`src/rtl/core/rau_pkg.sv`:
```
// Shared types, constants and the sequencer microcode for the rational arithmetic unit.
// Used by every module of the block; depends on nothing else.
package rau_pkg;

   localparam int WIDTH  = 32;
   localparam int DW     = 2 * WIDTH;
   localparam int CNT_W  = $clog2(DW + 1);
   localparam int K_W    = $clog2(WIDTH);
   localparam int STEP_W = 5;

   typedef enum logic [1:0] {
      KIND_ADD = 2'd0,
      KIND_SUB = 2'd1,
      KIND_MUL = 2'd2,
      KIND_DIV = 2'd3
   } kind_type;

   typedef enum logic [1:0] {
      ST_OK   = 2'd0,
      ST_ZDEN = 2'd1,
      ST_DIVZ = 2'd2,
      ST_OVF  = 2'd3
   } status_code_type;

   typedef enum logic [3:0] {
      OP_GCD  = 4'd0,
      OP_DIVS = 4'd1,
      OP_DIVL = 4'd2,
      OP_REM  = 4'd3,
      OP_MUL  = 4'd4,
      OP_FIXA = 4'd5,
      OP_FIXB = 4'd6,
      OP_COMB = 4'd7,
      OP_CHKZ = 4'd8,
      OP_END  = 4'd9
   } op_type;

   typedef enum logic [3:0] {
      SEL_AN = 4'd0,
      SEL_AD = 4'd1,
      SEL_BN = 4'd2,
      SEL_BD = 4'd3,
      SEL_G  = 4'd4,
      SEL_H  = 4'd5,
      SEL_P  = 4'd6,
      SEL_Q  = 4'd7,
      SEL_WX = 4'd8,
      SEL_WY = 4'd9
   } sel_type;

   typedef struct packed {
      op_type  op;
      sel_type sa;
      sel_type sb;
      sel_type dst;
   } uop_type;

   typedef struct packed {
      logic    load;
      logic    start;
      logic    step_en;
      logic    out_load;
      uop_type uop;
   } ctrl_type;

   typedef struct packed {
      logic unit_done;
      logic early_exit;
      logic addsub;
   } dp_status_type;

   function automatic uop_type mk(input op_type op, input sel_type sa, input sel_type sb,
                                  input sel_type dst);
      uop_type u;
      u.op  = op;
      u.sa  = sa;
      u.sb  = sb;
      u.dst = dst;
      return u;
   endfunction

   // Add and subtract: scale over the lcm, then reduce the sum.
   function automatic uop_type tail_addsub(input logic [STEP_W-1:0] idx);
      uop_type u;
      case (idx)
         5'd8:    u = mk(OP_GCD,  SEL_AD, SEL_BD, SEL_G);
         5'd9:    u = mk(OP_DIVS, SEL_AD, SEL_G,  SEL_P);
         5'd10:   u = mk(OP_DIVS, SEL_BD, SEL_G,  SEL_Q);
         5'd11:   u = mk(OP_MUL,  SEL_AN, SEL_Q,  SEL_WX);
         5'd12:   u = mk(OP_MUL,  SEL_BN, SEL_P,  SEL_WY);
         5'd13:   u = mk(OP_COMB, SEL_AN, SEL_AN, SEL_WX);
         5'd14:   u = mk(OP_REM,  SEL_AN, SEL_G,  SEL_H);
         5'd15:   u = mk(OP_GCD,  SEL_G,  SEL_H,  SEL_H);
         5'd16:   u = mk(OP_DIVL, SEL_AN, SEL_H,  SEL_WX);
         5'd17:   u = mk(OP_DIVS, SEL_BD, SEL_H,  SEL_Q);
         5'd18:   u = mk(OP_MUL,  SEL_P,  SEL_Q,  SEL_WY);
         default: u = mk(OP_END,  SEL_AN, SEL_AN, SEL_AN);
      endcase
      return u;
   endfunction

   // Multiply and divide: check for a zero numerator, cross-reduce, then two products.
   function automatic uop_type tail_muldiv(input logic [STEP_W-1:0] idx);
      uop_type u;
      case (idx)
         5'd8:    u = mk(OP_CHKZ, SEL_AN, SEL_AN, SEL_AN);
         5'd9:    u = mk(OP_GCD,  SEL_AN, SEL_BD, SEL_G);
         5'd10:   u = mk(OP_GCD,  SEL_BN, SEL_AD, SEL_H);
         5'd11:   u = mk(OP_DIVS, SEL_AN, SEL_G,  SEL_AN);
         5'd12:   u = mk(OP_DIVS, SEL_BD, SEL_G,  SEL_BD);
         5'd13:   u = mk(OP_DIVS, SEL_BN, SEL_H,  SEL_BN);
         5'd14:   u = mk(OP_DIVS, SEL_AD, SEL_H,  SEL_AD);
         5'd15:   u = mk(OP_MUL,  SEL_AN, SEL_BN, SEL_WX);
         5'd16:   u = mk(OP_MUL,  SEL_AD, SEL_BD, SEL_WY);
         default: u = mk(OP_END,  SEL_AN, SEL_AN, SEL_AN);
      endcase
      return u;
   endfunction

   // Common prefix normalizes both operands.
   function automatic uop_type rau_ucode(input logic addsub, input logic [STEP_W-1:0] idx);
      uop_type u;
      case (idx)
         5'd0:    u = mk(OP_GCD,  SEL_AN, SEL_AD, SEL_G);
         5'd1:    u = mk(OP_DIVS, SEL_AN, SEL_G,  SEL_AN);
         5'd2:    u = mk(OP_DIVS, SEL_AD, SEL_G,  SEL_AD);
         5'd3:    u = mk(OP_FIXA, SEL_AN, SEL_AN, SEL_AN);
         5'd4:    u = mk(OP_GCD,  SEL_BN, SEL_BD, SEL_G);
         5'd5:    u = mk(OP_DIVS, SEL_BN, SEL_G,  SEL_BN);
         5'd6:    u = mk(OP_DIVS, SEL_BD, SEL_G,  SEL_BD);
         5'd7:    u = mk(OP_FIXB, SEL_AN, SEL_AN, SEL_AN);
         default: u = addsub ? tail_addsub(idx) : tail_muldiv(idx);
      endcase
      return u;
   endfunction

endpackage

```
`src/rtl/core/rau_gcd.sv`:
```
// Binary gcd engine: one shift or subtract per cycle.
// Depends on rau_pkg.
module rau_gcd
   import rau_pkg::*;
(
   input  logic             clock,
   input  logic             reset,
   input  logic             start,
   input  logic [WIDTH-1:0] x,
   input  logic [WIDTH-1:0] y,
   output logic             done,
   output logic [WIDTH-1:0] g
);

   logic [WIDTH-1:0] u_ff, v_ff, g_ff;
   logic [K_W-1:0]   k_ff;
   logic             busy_ff, done_ff;

   always_ff @(posedge clock) begin
      if (reset) begin
         busy_ff <= 1'b0;
         done_ff <= 1'b0;
      end else begin
         done_ff <= 1'b0;
         if (start) begin
            busy_ff <= 1'b1;
         end else if (busy_ff && (u_ff == '0 || v_ff == '0)) begin
            busy_ff <= 1'b0;
            done_ff <= 1'b1;
         end
      end
   end

   always_ff @(posedge clock) begin
      if (start) begin
         u_ff <= x;
         v_ff <= y;
         k_ff <= '0;
      end else if (busy_ff) begin
         if (u_ff == '0 || v_ff == '0) begin
            // When both are zero the gcd is taken as one.
            g_ff <= (u_ff == '0 && v_ff == '0) ? WIDTH'(1) : ((u_ff | v_ff) << k_ff);
         end else if (!u_ff[0] && !v_ff[0]) begin
            u_ff <= u_ff >> 1;
            v_ff <= v_ff >> 1;
            k_ff <= k_ff + 1'b1;
         end else if (!u_ff[0]) begin
            u_ff <= u_ff >> 1;
         end else if (!v_ff[0]) begin
            v_ff <= v_ff >> 1;
         end else if (u_ff >= v_ff) begin
            u_ff <= u_ff - v_ff;
         end else begin
            v_ff <= v_ff - u_ff;
         end
      end
   end

   assign done = done_ff;
   assign g    = g_ff;

endmodule

```
`src/rtl/core/rau_div.sv`:
```
// Restoring divider, one quotient bit per cycle, single or double width dividend.
// Depends on rau_pkg.
module rau_div
   import rau_pkg::*;
(
   input  logic             clock,
   input  logic             reset,
   input  logic             start,
   input  logic             short_div,
   input  logic [DW-1:0]    dividend,
   input  logic [WIDTH-1:0] divisor,
   output logic             done,
   output logic [DW-1:0]    quotient,
   output logic [WIDTH-1:0] remainder
);

   logic [DW-1:0]    quo_ff;
   logic [WIDTH-1:0] rem_ff, den_ff;
   logic [CNT_W-1:0] cnt_ff;
   logic             busy_ff, done_ff;
   logic [WIDTH:0]   rem_sh, rem_diff;
   logic             fits;

   assign rem_sh   = {rem_ff, quo_ff[DW-1]};
   assign fits     = rem_sh >= {1'b0, den_ff};
   assign rem_diff = rem_sh - {1'b0, den_ff};

   always_ff @(posedge clock) begin
      if (reset) begin
         busy_ff <= 1'b0;
         done_ff <= 1'b0;
      end else begin
         done_ff <= busy_ff && cnt_ff == CNT_W'(1);
         if (start) begin
            busy_ff <= 1'b1;
         end else if (busy_ff && cnt_ff == CNT_W'(1)) begin
            busy_ff <= 1'b0;
         end
      end
   end

   always_ff @(posedge clock) begin
      if (start) begin
         // A single width dividend skips the all-zero upper half.
         quo_ff <= short_div ? {dividend[WIDTH-1:0], {WIDTH{1'b0}}} : dividend;
         rem_ff <= '0;
         den_ff <= divisor;
         cnt_ff <= short_div ? CNT_W'(WIDTH) : CNT_W'(DW);
      end else if (busy_ff) begin
         rem_ff <= fits ? rem_diff[WIDTH-1:0] : rem_sh[WIDTH-1:0];
         quo_ff <= {quo_ff[DW-2:0], fits};
         cnt_ff <= cnt_ff - 1'b1;
      end
   end

   assign done      = done_ff;
   assign quotient  = quo_ff;
   assign remainder = rem_ff;

endmodule

```
`src/rtl/core/rau_datapath.sv`:
```
// Datapath: operand registers, gcd engine, divider, multiplier and the result register.
// Depends on rau_pkg, rau_gcd and rau_div.
module rau_datapath
   import rau_pkg::*;
(
   input  logic                    clock,
   input  logic                    reset,
   input  ctrl_type                ctrl,
   output dp_status_type           st,
   input  logic [1:0]              req_kind,
   input  logic signed [WIDTH-1:0] req_a_num,
   input  logic signed [WIDTH-1:0] req_a_den,
   input  logic signed [WIDTH-1:0] req_b_num,
   input  logic signed [WIDTH-1:0] req_b_den,
   output logic signed [WIDTH-1:0] rsp_result_num,
   output logic [WIDTH-2:0]        rsp_result_den,
   output logic [1:0]              rsp_status
);

   function automatic logic [WIDTH-1:0] mag_of(input logic [WIDTH-1:0] v);
      return v[WIDTH-1] ? (~v + 1'b1) : v;
   endfunction

   logic [WIDTH-1:0] an_ff, ad_ff, bn_ff, bd_ff, g_ff, h_ff, p_ff, q_ff;
   logic [DW-1:0]    wx_ff, wy_ff;
   logic [3:0]       sg_ff;
   kind_type         kind_ff;
   status_code_type  err_ff;
   logic             zero_ff, as_ff, bs_ff, rs_ff;

   logic [WIDTH-1:0] opa, opb, wr_val, gcd_g, div_rem;
   logic [DW-1:0]    div_quo, prod, t_val;
   logic             gcd_done, div_done, wr_en, t_rs, bs0;
   sel_type          wr_dst;
   op_type           op;
   logic [WIDTH-1:0] a_dm, b_nm, b_dm;
   status_code_type  err_in;

   logic signed [WIDTH-1:0] res_num_in;
   logic [WIDTH-2:0]        res_den_in;
   status_code_type         res_st_in;
   logic                    ovf;

   assign op = ctrl.uop.op;

   always_comb begin
      case (ctrl.uop.sa)
         SEL_AN:  opa = an_ff;
         SEL_AD:  opa = ad_ff;
         SEL_BN:  opa = bn_ff;
         SEL_BD:  opa = bd_ff;
         SEL_G:   opa = g_ff;
         SEL_H:   opa = h_ff;
         SEL_P:   opa = p_ff;
         SEL_Q:   opa = q_ff;
         default: opa = '0;
      endcase
      case (ctrl.uop.sb)
         SEL_AN:  opb = an_ff;
         SEL_AD:  opb = ad_ff;
         SEL_BN:  opb = bn_ff;
         SEL_BD:  opb = bd_ff;
         SEL_G:   opb = g_ff;
         SEL_H:   opb = h_ff;
         SEL_P:   opb = p_ff;
         SEL_Q:   opb = q_ff;
         default: opb = '0;
      endcase
   end

   rau_gcd u_gcd (
      .clock (clock),
      .reset (reset),
      .start (ctrl.start && op == OP_GCD),
      .x     (opa),
      .y     (opb),
      .done  (gcd_done),
      .g     (gcd_g)
   );

   rau_div u_div (
      .clock     (clock),
      .reset     (reset),
      .start     (ctrl.start && (op == OP_DIVS || op == OP_DIVL || op == OP_REM)),
      .short_div (op == OP_DIVS),
      .dividend  ((op == OP_DIVS) ? {{WIDTH{1'b0}}, opa} : wx_ff),
      .divisor   (opb),
      .done      (div_done),
      .quotient  (div_quo),
      .remainder (div_rem)
   );

   assign prod = opa * opb;

   // Signed sum of the two scaled numerators, kept as sign and magnitude.
   always_comb begin
      if (as_ff == bs_ff) begin
         t_val = wx_ff + wy_ff;
         t_rs  = as_ff;
      end else if (wx_ff >= wy_ff) begin
         t_val = wx_ff - wy_ff;
         t_rs  = as_ff;
      end else begin
         t_val = wy_ff - wx_ff;
         t_rs  = bs_ff;
      end
   end

   always_comb begin
      wr_en  = st.unit_done && (op == OP_GCD || op == OP_DIVS || op == OP_REM);
      wr_dst = (op == OP_REM) ? SEL_H : ctrl.uop.dst;
      case (op)
         OP_GCD:  wr_val = gcd_g;
         OP_DIVS: wr_val = div_quo[WIDTH-1:0];
         default: wr_val = div_rem;
      endcase
   end

   assign a_dm = mag_of(req_a_den);
   assign b_nm = mag_of(req_b_num);
   assign b_dm = mag_of(req_b_den);

   always_comb begin
      if (a_dm == '0 || b_dm == '0) begin
         err_in = ST_ZDEN;
      end else if (kind_type'(req_kind) == KIND_DIV && b_nm == '0) begin
         err_in = ST_DIVZ;
      end else begin
         err_in = ST_OK;
      end
   end

   assign bs0 = (sg_ff[2] ^ sg_ff[3]) && bn_ff != '0;

   // Operand and intermediate registers.
   always_ff @(posedge clock) begin
      if (ctrl.load) begin
         an_ff <= mag_of(req_a_num);
         ad_ff <= a_dm;
         bn_ff <= b_nm;
         bd_ff <= b_dm;
         sg_ff <= {req_b_den[WIDTH-1], req_b_num[WIDTH-1], req_a_den[WIDTH-1],
                   req_a_num[WIDTH-1]};
      end else if (wr_en) begin
         case (wr_dst)
            SEL_AN:  an_ff <= wr_val;
            SEL_AD:  ad_ff <= wr_val;
            SEL_BN:  bn_ff <= wr_val;
            SEL_BD:  bd_ff <= wr_val;
            SEL_G:   g_ff  <= wr_val;
            SEL_H:   h_ff  <= wr_val;
            SEL_P:   p_ff  <= wr_val;
            SEL_Q:   q_ff  <= wr_val;
            default: ;
         endcase
      end else if (st.unit_done && op == OP_DIVL) begin
         wx_ff <= div_quo;
      end else if (ctrl.step_en) begin
         case (op)
            OP_FIXA: begin
               if (an_ff == '0) ad_ff <= WIDTH'(1);
            end
            OP_FIXB: begin
               // Divide multiplies by the reciprocal of the second operand.
               if (kind_ff == KIND_DIV) begin
                  bn_ff <= bd_ff;
                  bd_ff <= bn_ff;
               end else if (bn_ff == '0) begin
                  bd_ff <= WIDTH'(1);
               end
            end
            OP_MUL: begin
               if (ctrl.uop.dst == SEL_WX) wx_ff <= prod;
               else wy_ff <= prod;
            end
            OP_COMB: wx_ff <= t_val;
            default: ;
         endcase
      end
   end

   // Signs, error code and the early-exit flag.
   always_ff @(posedge clock) begin
      if (reset) begin
         err_ff  <= ST_OK;
         zero_ff <= 1'b0;
         as_ff   <= 1'b0;
         bs_ff   <= 1'b0;
         rs_ff   <= 1'b0;
         kind_ff <= KIND_ADD;
      end else if (ctrl.load) begin
         err_ff  <= err_in;
         zero_ff <= 1'b0;
         kind_ff <= kind_type'(req_kind);
      end else if (ctrl.step_en) begin
         case (op)
            OP_FIXA: as_ff <= (sg_ff[0] ^ sg_ff[1]) && an_ff != '0;
            OP_FIXB: bs_ff <= (kind_ff == KIND_SUB) ? (!bs0 && bn_ff != '0) : bs0;
            OP_CHKZ: begin
               zero_ff <= an_ff == '0 || bn_ff == '0;
               rs_ff   <= as_ff ^ bs_ff;
            end
            OP_COMB: begin
               zero_ff <= t_val == '0;
               rs_ff   <= t_rs;
            end
            default: ;
         endcase
      end
   end

   assign st.unit_done  = gcd_done || div_done;
   assign st.early_exit = err_ff != ST_OK || zero_ff;
   assign st.addsub     = kind_ff == KIND_ADD || kind_ff == KIND_SUB;

   assign ovf = wx_ff[DW-1:WIDTH-1] != '0 || wy_ff[DW-1:WIDTH-1] != '0;

   always_comb begin
      res_num_in = '0;
      res_den_in = '0;
      res_st_in  = ST_OK;
      if (err_ff != ST_OK) begin
         res_st_in = err_ff;
      end else if (zero_ff) begin
         res_den_in = (WIDTH-1)'(1);
      end else if (ovf) begin
         res_st_in = ST_OVF;
      end else begin
         res_num_in = rs_ff ? (~wx_ff[WIDTH-1:0] + 1'b1) : wx_ff[WIDTH-1:0];
         res_den_in = wy_ff[WIDTH-2:0];
      end
   end

   always_ff @(posedge clock) begin
      if (ctrl.out_load) begin
         rsp_result_num <= res_num_in;
         rsp_result_den <= res_den_in;
         rsp_status     <= res_st_in;
      end
   end

endmodule

```
`src/rtl/core/rau_ctrl.sv`:
```
// Controller: state machine and microcode step counter driving the datapath.
// Depends on rau_pkg.
module rau_ctrl
   import rau_pkg::*;
(
   input  logic          clock,
   input  logic          reset,
   input  logic          req_valid,
   output logic          req_stall,
   output logic          rsp_valid,
   input  logic          rsp_stall,
   input  dp_status_type st,
   output ctrl_type      ctrl
);

   typedef enum logic [3:0] {
      S_IDLE = 4'b0001,
      S_RUN  = 4'b0010,
      S_WAIT = 4'b0100,
      S_OUT  = 4'b1000
   } state_type;

   state_type         state_ff, state_in;
   logic [STEP_W-1:0] idx_ff, idx_in;
   logic              rsp_valid_ff, rsp_valid_in;
   uop_type           uop;
   logic              slot_free;

   assign uop       = rau_ucode(st.addsub, idx_ff);
   assign slot_free = !rsp_valid_ff || !rsp_stall;

   always_comb begin
      state_in      = state_ff;
      idx_in        = idx_ff;
      ctrl.load     = 1'b0;
      ctrl.start    = 1'b0;
      ctrl.step_en  = 1'b0;
      ctrl.out_load = 1'b0;
      ctrl.uop      = uop;
      case (state_ff)
         S_IDLE: begin
            if (req_valid) begin
               ctrl.load = 1'b1;
               idx_in    = '0;
               state_in  = S_RUN;
            end
         end
         S_RUN: begin
            if (st.early_exit || uop.op == OP_END) begin
               state_in = S_OUT;
            end else if (uop.op == OP_GCD || uop.op == OP_DIVS || uop.op == OP_DIVL ||
                         uop.op == OP_REM) begin
               ctrl.start = 1'b1;
               state_in   = S_WAIT;
            end else begin
               ctrl.step_en = 1'b1;
               idx_in       = idx_ff + 1'b1;
            end
         end
         S_WAIT: begin
            if (st.unit_done) begin
               idx_in   = idx_ff + 1'b1;
               state_in = S_RUN;
            end
         end
         S_OUT: begin
            if (slot_free) begin
               ctrl.out_load = 1'b1;
               state_in      = S_IDLE;
            end
         end
         default: state_in = S_IDLE;
      endcase
   end

   always_comb begin
      if (ctrl.out_load) rsp_valid_in = 1'b1;
      else if (!rsp_stall) rsp_valid_in = 1'b0;
      else rsp_valid_in = rsp_valid_ff;
   end

   always_ff @(posedge clock) begin
      if (reset) begin
         state_ff     <= S_IDLE;
         idx_ff       <= '0;
         rsp_valid_ff <= 1'b0;
      end else begin
         state_ff     <= state_in;
         idx_ff       <= idx_in;
         rsp_valid_ff <= rsp_valid_in;
      end
   end

   assign req_stall = state_ff != S_IDLE;
   assign rsp_valid = rsp_valid_ff;

   a_done_only_waiting: assert property (@(posedge clock) disable iff (reset)
      st.unit_done |-> state_ff == S_WAIT)
      else $error("arithmetic unit finished outside a wait");

   a_no_overwrite: assert property (@(posedge clock) disable iff (reset)
      ctrl.out_load |-> !(rsp_valid_ff && rsp_stall))
      else $error("result register overwritten while stalled");

   a_start_waits: assert property (@(posedge clock) disable iff (reset)
      ctrl.start |=> state_ff == S_WAIT)
      else $error("unit started without waiting for it");

   a_accept_runs: assert property (@(posedge clock) disable iff (reset)
      (req_valid && !req_stall) |=> state_ff == S_RUN && idx_ff == '0)
      else $error("accepted transfer did not start the sequence");

endmodule

```
`src/rtl/core/rational_arithmetic_unit.sv`:
```
// Rational arithmetic unit: exact add, subtract, multiply, divide of two fractions.
// An item ends early on a zero denominator, a divide by zero or a zero result; otherwise
// its run time is set by the binary gcd engine and the bit-serial divider, each started
// by the controller, which then waits in its own state for the unit to finish.
// Throughput: one item at a time; the next request is taken once the result is in the
// output register. Synchronous active-high reset idles the controller and clears rsp_valid.
module rational_arithmetic_unit
   import rau_pkg::*;
(
   input  logic                    clock,
   input  logic                    reset,
   input  logic                    req_valid,
   output logic                    req_stall,
   input  logic [1:0]              req_kind,
   input  logic signed [WIDTH-1:0] req_a_num,
   input  logic signed [WIDTH-1:0] req_a_den,
   input  logic signed [WIDTH-1:0] req_b_num,
   input  logic signed [WIDTH-1:0] req_b_den,
   output logic                    rsp_valid,
   input  logic                    rsp_stall,
   output logic signed [WIDTH-1:0] rsp_result_num,
   output logic [WIDTH-2:0]        rsp_result_den,
   output logic [1:0]              rsp_status
);

   // The controller walks a short microcode program: both operands are first
   // reduced by their gcd, then either scaled over the lcm of the denominators
   // (add and subtract) or cross-reduced (multiply and divide). Errors found at
   // the input transfer, and a zero result, skip the rest of the program.
   ctrl_type      ctrl;
   dp_status_type st;

   rau_ctrl u_ctrl (
      .clock     (clock),
      .reset     (reset),
      .req_valid (req_valid),
      .req_stall (req_stall),
      .rsp_valid (rsp_valid),
      .rsp_stall (rsp_stall),
      .st        (st),
      .ctrl      (ctrl)
   );

   // The datapath holds all operands, the gcd engine, the divider and the
   // output register, which lets a finished result wait for its transfer.
   rau_datapath u_dp (
      .clock          (clock),
      .reset          (reset),
      .ctrl           (ctrl),
      .st             (st),
      .req_kind       (req_kind),
      .req_a_num      (req_a_num),
      .req_a_den      (req_a_den),
      .req_b_num      (req_b_num),
      .req_b_den      (req_b_den),
      .rsp_result_num (rsp_result_num),
      .rsp_result_den (rsp_result_den),
      .rsp_status     (rsp_status)
   );

endmodule
```
`config.mk`:
```
export PLATFORM = sky130hd
export DESIGN_NAME = rational_arithmetic_unit
export DESIGN_NICKNAME = d
export VERILOG_FILES = /design/src/rtl/core/rau_pkg.sv /design/src/rtl/core/rau_gcd.sv /design/src/rtl/core/rau_div.sv /design/src/rtl/core/rau_datapath.sv /design/src/rtl/core/rau_ctrl.sv /design/src/rtl/core/rational_arithmetic_unit.sv
export SDC_FILE = /design/constraint.sdc
export NUM_CORES = 2
export LEC_CHECK = 0
export ABC_AREA = 1
export BUFFER_PORTS_ARGS = -buffer_cell sky130_fd_sc_hd__buf_4
export CAP_MARGIN = 20
export CELL_PAD_IN_SITES_DETAIL_PLACEMENT = 2
export CELL_PAD_IN_SITES_GLOBAL_PLACEMENT = 2
export CORE_ASPECT_RATIO = 0.5
export CORE_UTILIZATION = 42
export DETAILED_ROUTE_END_ITERATION = 12
export PLACE_DENSITY = 0.92
export SLEW_MARGIN = 5
export SYNTH_ARGS = -nofsm -noshare
export SYNTH_HDL_FRONTEND = slang
export SYNTH_SLANG_ARGS = --single-unit
```
`constraint.sdc`:
```
create_clock -name clock -period 20.1 [get_ports clock]
set_input_delay 2.01 -clock clock [delete_from_list [all_inputs] [get_ports clock]]
set_output_delay 2.01 -clock clock [all_outputs]
set_load 0.01 [all_outputs]
```
==> results_dict.tcl, run 1 <==
set metrics [dict create \
    synth_compound_area_share_pct 12.2 \
    start_util_pct 42.5 \
    synth_top_cell_by_area "edfxtp_1" \
    synthMuxAreaShare_pct 0.202 \
    synth_area_sq_mm 0.0962 \
    synth_xor_area_share_pct 2.93 \
    syn-instance-count 13100 \
    synthFlopType "edfxtp_1" \
    synth_fa_ha_area_share_pct 26.6 \
    die_w_um 679 \
    syn-num-nets 14800 \
    post-dp-hpwl_um 471000 \
    synth_area_leaders "edfxtp_1 (20%), fa_1 (19%), nand2_1 (13%)" \
    synth_top_cells_by_count "nand2_1 (3218), inv_1 (2935), nor2_1 (944), fa_1 (902), a21oi_1 (688)" \
    synth-async-reset-ratio_pct 0 \
    synth-simple-area-share_pct 21.6 \
    tool.error "[ERROR DPL-0033] detailed placement checks failed during check placement." \
    synth-seq-area-share_pct 22.1 \
    synth_edf_count 652 \
    status "stopped before the end" \
    synth_warnings 0 \
    ios 201 \
    synth.top_cell.area_share_pct 20.4 \
    synth_top_family_by_area "adder cells" \
    rows 123 \
    gp_congestion 1.05 \
    ys_ff_latch 736 \
    synth.most_common_cell "nand2_1" \
    chipHeight_um 340 \
    port_buffers 200 \
    ys_types 83 \
    lastStage "detailed placement (3_5_place_dp)" \
    syn_area_per_cell_sq_um 7.33 \
]
-- kinds of logic after synthesis --
family          after synthesis
compound gates             1994
xor+xnor                    322
fa+ha+maj                  1502
buf+inv                    3523
flops                       736
mux                          19
simple gates               5025
-- metrics by stage --
step	instance area [sq um]	hold WS [ps]	instances
2_1_floorplan	96200	444	13100
3_3_place_gp	101000	488	16000
==> run 2: changes to the inputs <==
--- a/config.mk
+++ b/config.mk
@@ -8,12 +8,9 @@
 export ABC_AREA = 1
 export BUFFER_PORTS_ARGS = -buffer_cell sky130_fd_sc_hd__buf_4
 export CAP_MARGIN = 20
-export CELL_PAD_IN_SITES_DETAIL_PLACEMENT = 2
-export CELL_PAD_IN_SITES_GLOBAL_PLACEMENT = 2
-export CORE_ASPECT_RATIO = 0.5
-export CORE_UTILIZATION = 42
+export CORE_UTILIZATION = 40
 export DETAILED_ROUTE_END_ITERATION = 12
-export PLACE_DENSITY = 0.92
+export PLACE_DENSITY_LB_ADDON = 0.15
 export SLEW_MARGIN = 5
 export SYNTH_ARGS = -nofsm -noshare
 export SYNTH_HDL_FRONTEND = slang
==> run 2 against run 1 <==
Against the previous run: the flow now finishes without violations; area after synthesis did not move; synthesized cell count unchanged.
==> results_dict.tcl, run 2 <==
set metrics [dict create \
    start_kind "flip-flop" \
    hold-path-endpoint "u_dp.err_ff[1]$_SDFFE_PP0P_" \
    busiest_layer "met2" \
    cts_buffers 88 \
    synth.top_cell.area_share_pct 20.4 \
    post-dp-hpwl_um 385000 \
    synth-async-reset-ratio_pct 0 \
    synthFlopType "edfxtp_1" \
    grt_pass1_vias 90900 \
    syn_area_per_cell_sq_um 7.33 \
    min_delay_path_depth 2 \
    setup_ws_ps 8410 \
    endpoint_kind "flip-flop" \
    slowest_delay_ps 840 \
    cts.sinks 736 \
    cts_resized 0 \
    ff2ff_path_depth 35 \
    crit_type "reg2reg" \
    antenna_found_initial 16 \
    vias 93000 \
    fin_crit_sh_pct 58.2 \
    path_clk_slew_ps 60 \
    first_pass_iters 7 \
    ant_nets 0 \
    clkLatencyLatePin_ps 790 \
    syn-instance-count 13100 \
    start_util_pct 40.3 \
    drt_iter0_markers 11600 \
    synth-seq-area-share_pct 22.1 \
    ys_ff_latch 736 \
    rsz0062_at_grt "no" \
    cts_tree "yes" \
    ios 201 \
    hold_class "reg2reg" \
    timing.rr.end "u_dp.wx_ff[59]$_DFFE_PP_" \
    ys_types 83 \
    port_buffers 200 \
    synth_area_leaders "edfxtp_1 (20%), fa_1 (19%), nand2_1 (13%)" \
    core_sq_mm 0.239 \
    nNetsFinal 14800 \
    worst_pin_slew_ps 1300 \
    crit-reg2reg-launch "u_dp.kind_ff[1]$_SDFFE_PP0P_" \
    final_cells 16400 \
    routed_via_density 5.67 \
    setup_violations 0 \
    htree_levels 3 \
    rrSetupSlack_ps 8410 \
    wl_per_cell_um 29.0 \
    worstPathArrival_ps 12200 \
    dpl_cell_area_sq_mm 0.101 \
    synth_top_cells_by_count "nand2_1 (3218), inv_1 (2935), nor2_1 (944), fa_1 (902), a21oi_1 (688)" \
    cpMostUsedCell "fa_1" \
    die_area_sq_mm 0.242 \
    finalHoldViolations 0 \
    synthToLayoutAreaGrowth_pct 8.36 \
    maxSlewHeadroom_pct 13.3 \
    place_inst 16200 \
    grtUsageTotal_pct 38.5 \
    grt_pass1_wl_um 666000 \
    clock_skew_ps 96.1 \
    chipHeight_um 492 \
    cts_hold_buf 0 \
    required_ps 20610 \
    drv_slew 0 \
    drive_gt1_share_pct 6.43 \
    critPathSlowestCell "nor4_1" \
    cts_setup_buffers 0 \
    gp_congestion 1.05 \
    max_freq_ghz 0.0855 \
    layout_min_cycle_time_ps 11690 \
    globalRouteMet2Util_pct 57.5 \
    cts.path.max_buffers 3 \
    grt-ovfl-total 0 \
    die_w_um 492 \
    cts-root-buf "clkbuf_16" \
    met1_usage_pct 52.2 \
    status "finished clean" \
    drv_cap 0 \
    layout_common_cells "nand2_1 (3214), inv_1 (2931), nor2_1 (932), fa_1 (902), a21oi_1 (687)" \
    min_from "u_dp.err_ff[1]$_SDFFE_PP0P_" \
    crit_path_max_fanout 33 \
    rows 179 \
    met3_usage_pct 7.59 \
    drc_errors 0 \
    final_cell_area_sq_mm 0.104 \
    synth.most_common_cell "nand2_1" \
    place_ws_ps 8720 \
    grt_max_degree 94 \
    syn-num-nets 14800 \
    synth_area_sq_mm 0.0962 \
    drt-total-wl_um 475000 \
    synth_edf_count 652 \
    setup-tns-final_ps 0 \
    synth_top_cell_by_area "edfxtp_1" \
    final_common_cell "nand2_1" \
    synth_warnings 0 \
]
[run 2: cell counts after synthesis]
No cell type changed its count.
[run 2: worst max path at each step]
stage,from,end,slack (ps),depth (start not counted)
after floorplan,u_ctrl.idx_ff[0]$_SDFFE_PP0P_,u_dp.wx_ff[61]$_DFFE_PP_,11670,40
after global placement,u_dp.kind_ff[1]$_SDFFE_PP0P_,u_dp.wx_ff[46]$_DFFE_PP_,8720,36
after detailed placement,u_dp.kind_ff[1]$_SDFFE_PP0P_,u_dp.wx_ff[59]$_DFFE_PP_,8720,35
after CTS,u_dp.kind_ff[1]$_SDFFE_PP0P_,u_dp.wx_ff[59]$_DFFE_PP_,8620,35
after global routing,u_dp.kind_ff[1]$_SDFFE_PP0P_,u_dp.wx_ff[59]$_DFFE_PP_,7920,35
final,u_dp.kind_ff[1]$_SDFFE_PP0P_,u_dp.wx_ff[59]$_DFFE_PP_,8410,35
[run 2: metrics by stage]
stage / hold slack (ps) / utilization (%)
after global routing: 525 / 43.7
after floorplan: 444 / -
after global placement: 472 / 42.4
after detailed placement: 468 / 42.4
final: 480 / 43.7
after CTS: 478 / 43.7
[run 2: critical path: cells and delay by family (launching register included)]
kind	cells	cell delay, ps
fa+ha+maj	9	3960
xor+xnor	1	170
simple gates	8	2320
compound gates	8	2390
flops	1	600
buf+inv	9	1950
[run 2: area by class of cell]
cell class              count  area (sq um)
flip-flops and latches    736         21300
repair buffers            407          3070
inverters                3039         11400
clock buffers             109          2400
clock inverters            57           674
multi-input cells        8862         61400
well taps                3167          3960
fillers                 24600        134000
diodes                     14          35.0
[run 2: routing by layer]
| layer | vias up | routed length [um] |
|---|---|---|
| met1 | 45700 | 197000 |
| met5 | - | 28 |
| met3 | 832 | 46000 |
| met2 | 5395 | 202000 |
| met4 | 6 | 30700 |
| li1 | 41000 | - |
[run 2: kinds of logic (layout without fill, tap and decap cells)]
family	Yosys count	in the layout	share of synthesized area [%]
AOI/OAI and AO/OA	1994	1994	12.2
and+or+nand+nor	5025	5025	21.6
buffers and inverters	3523	3612	14.3
xor gates and xnor gates	322	322	2.93
DFF	736	736	22.1
adders and majority gates	1502	1502	26.6
muxes	19	19	0.202
other	0	14	0
Power of run 2 is left out: the tool's default activity adds up to more than one toggle a clock period on the data nets, which glitch-free logic cannot reach.
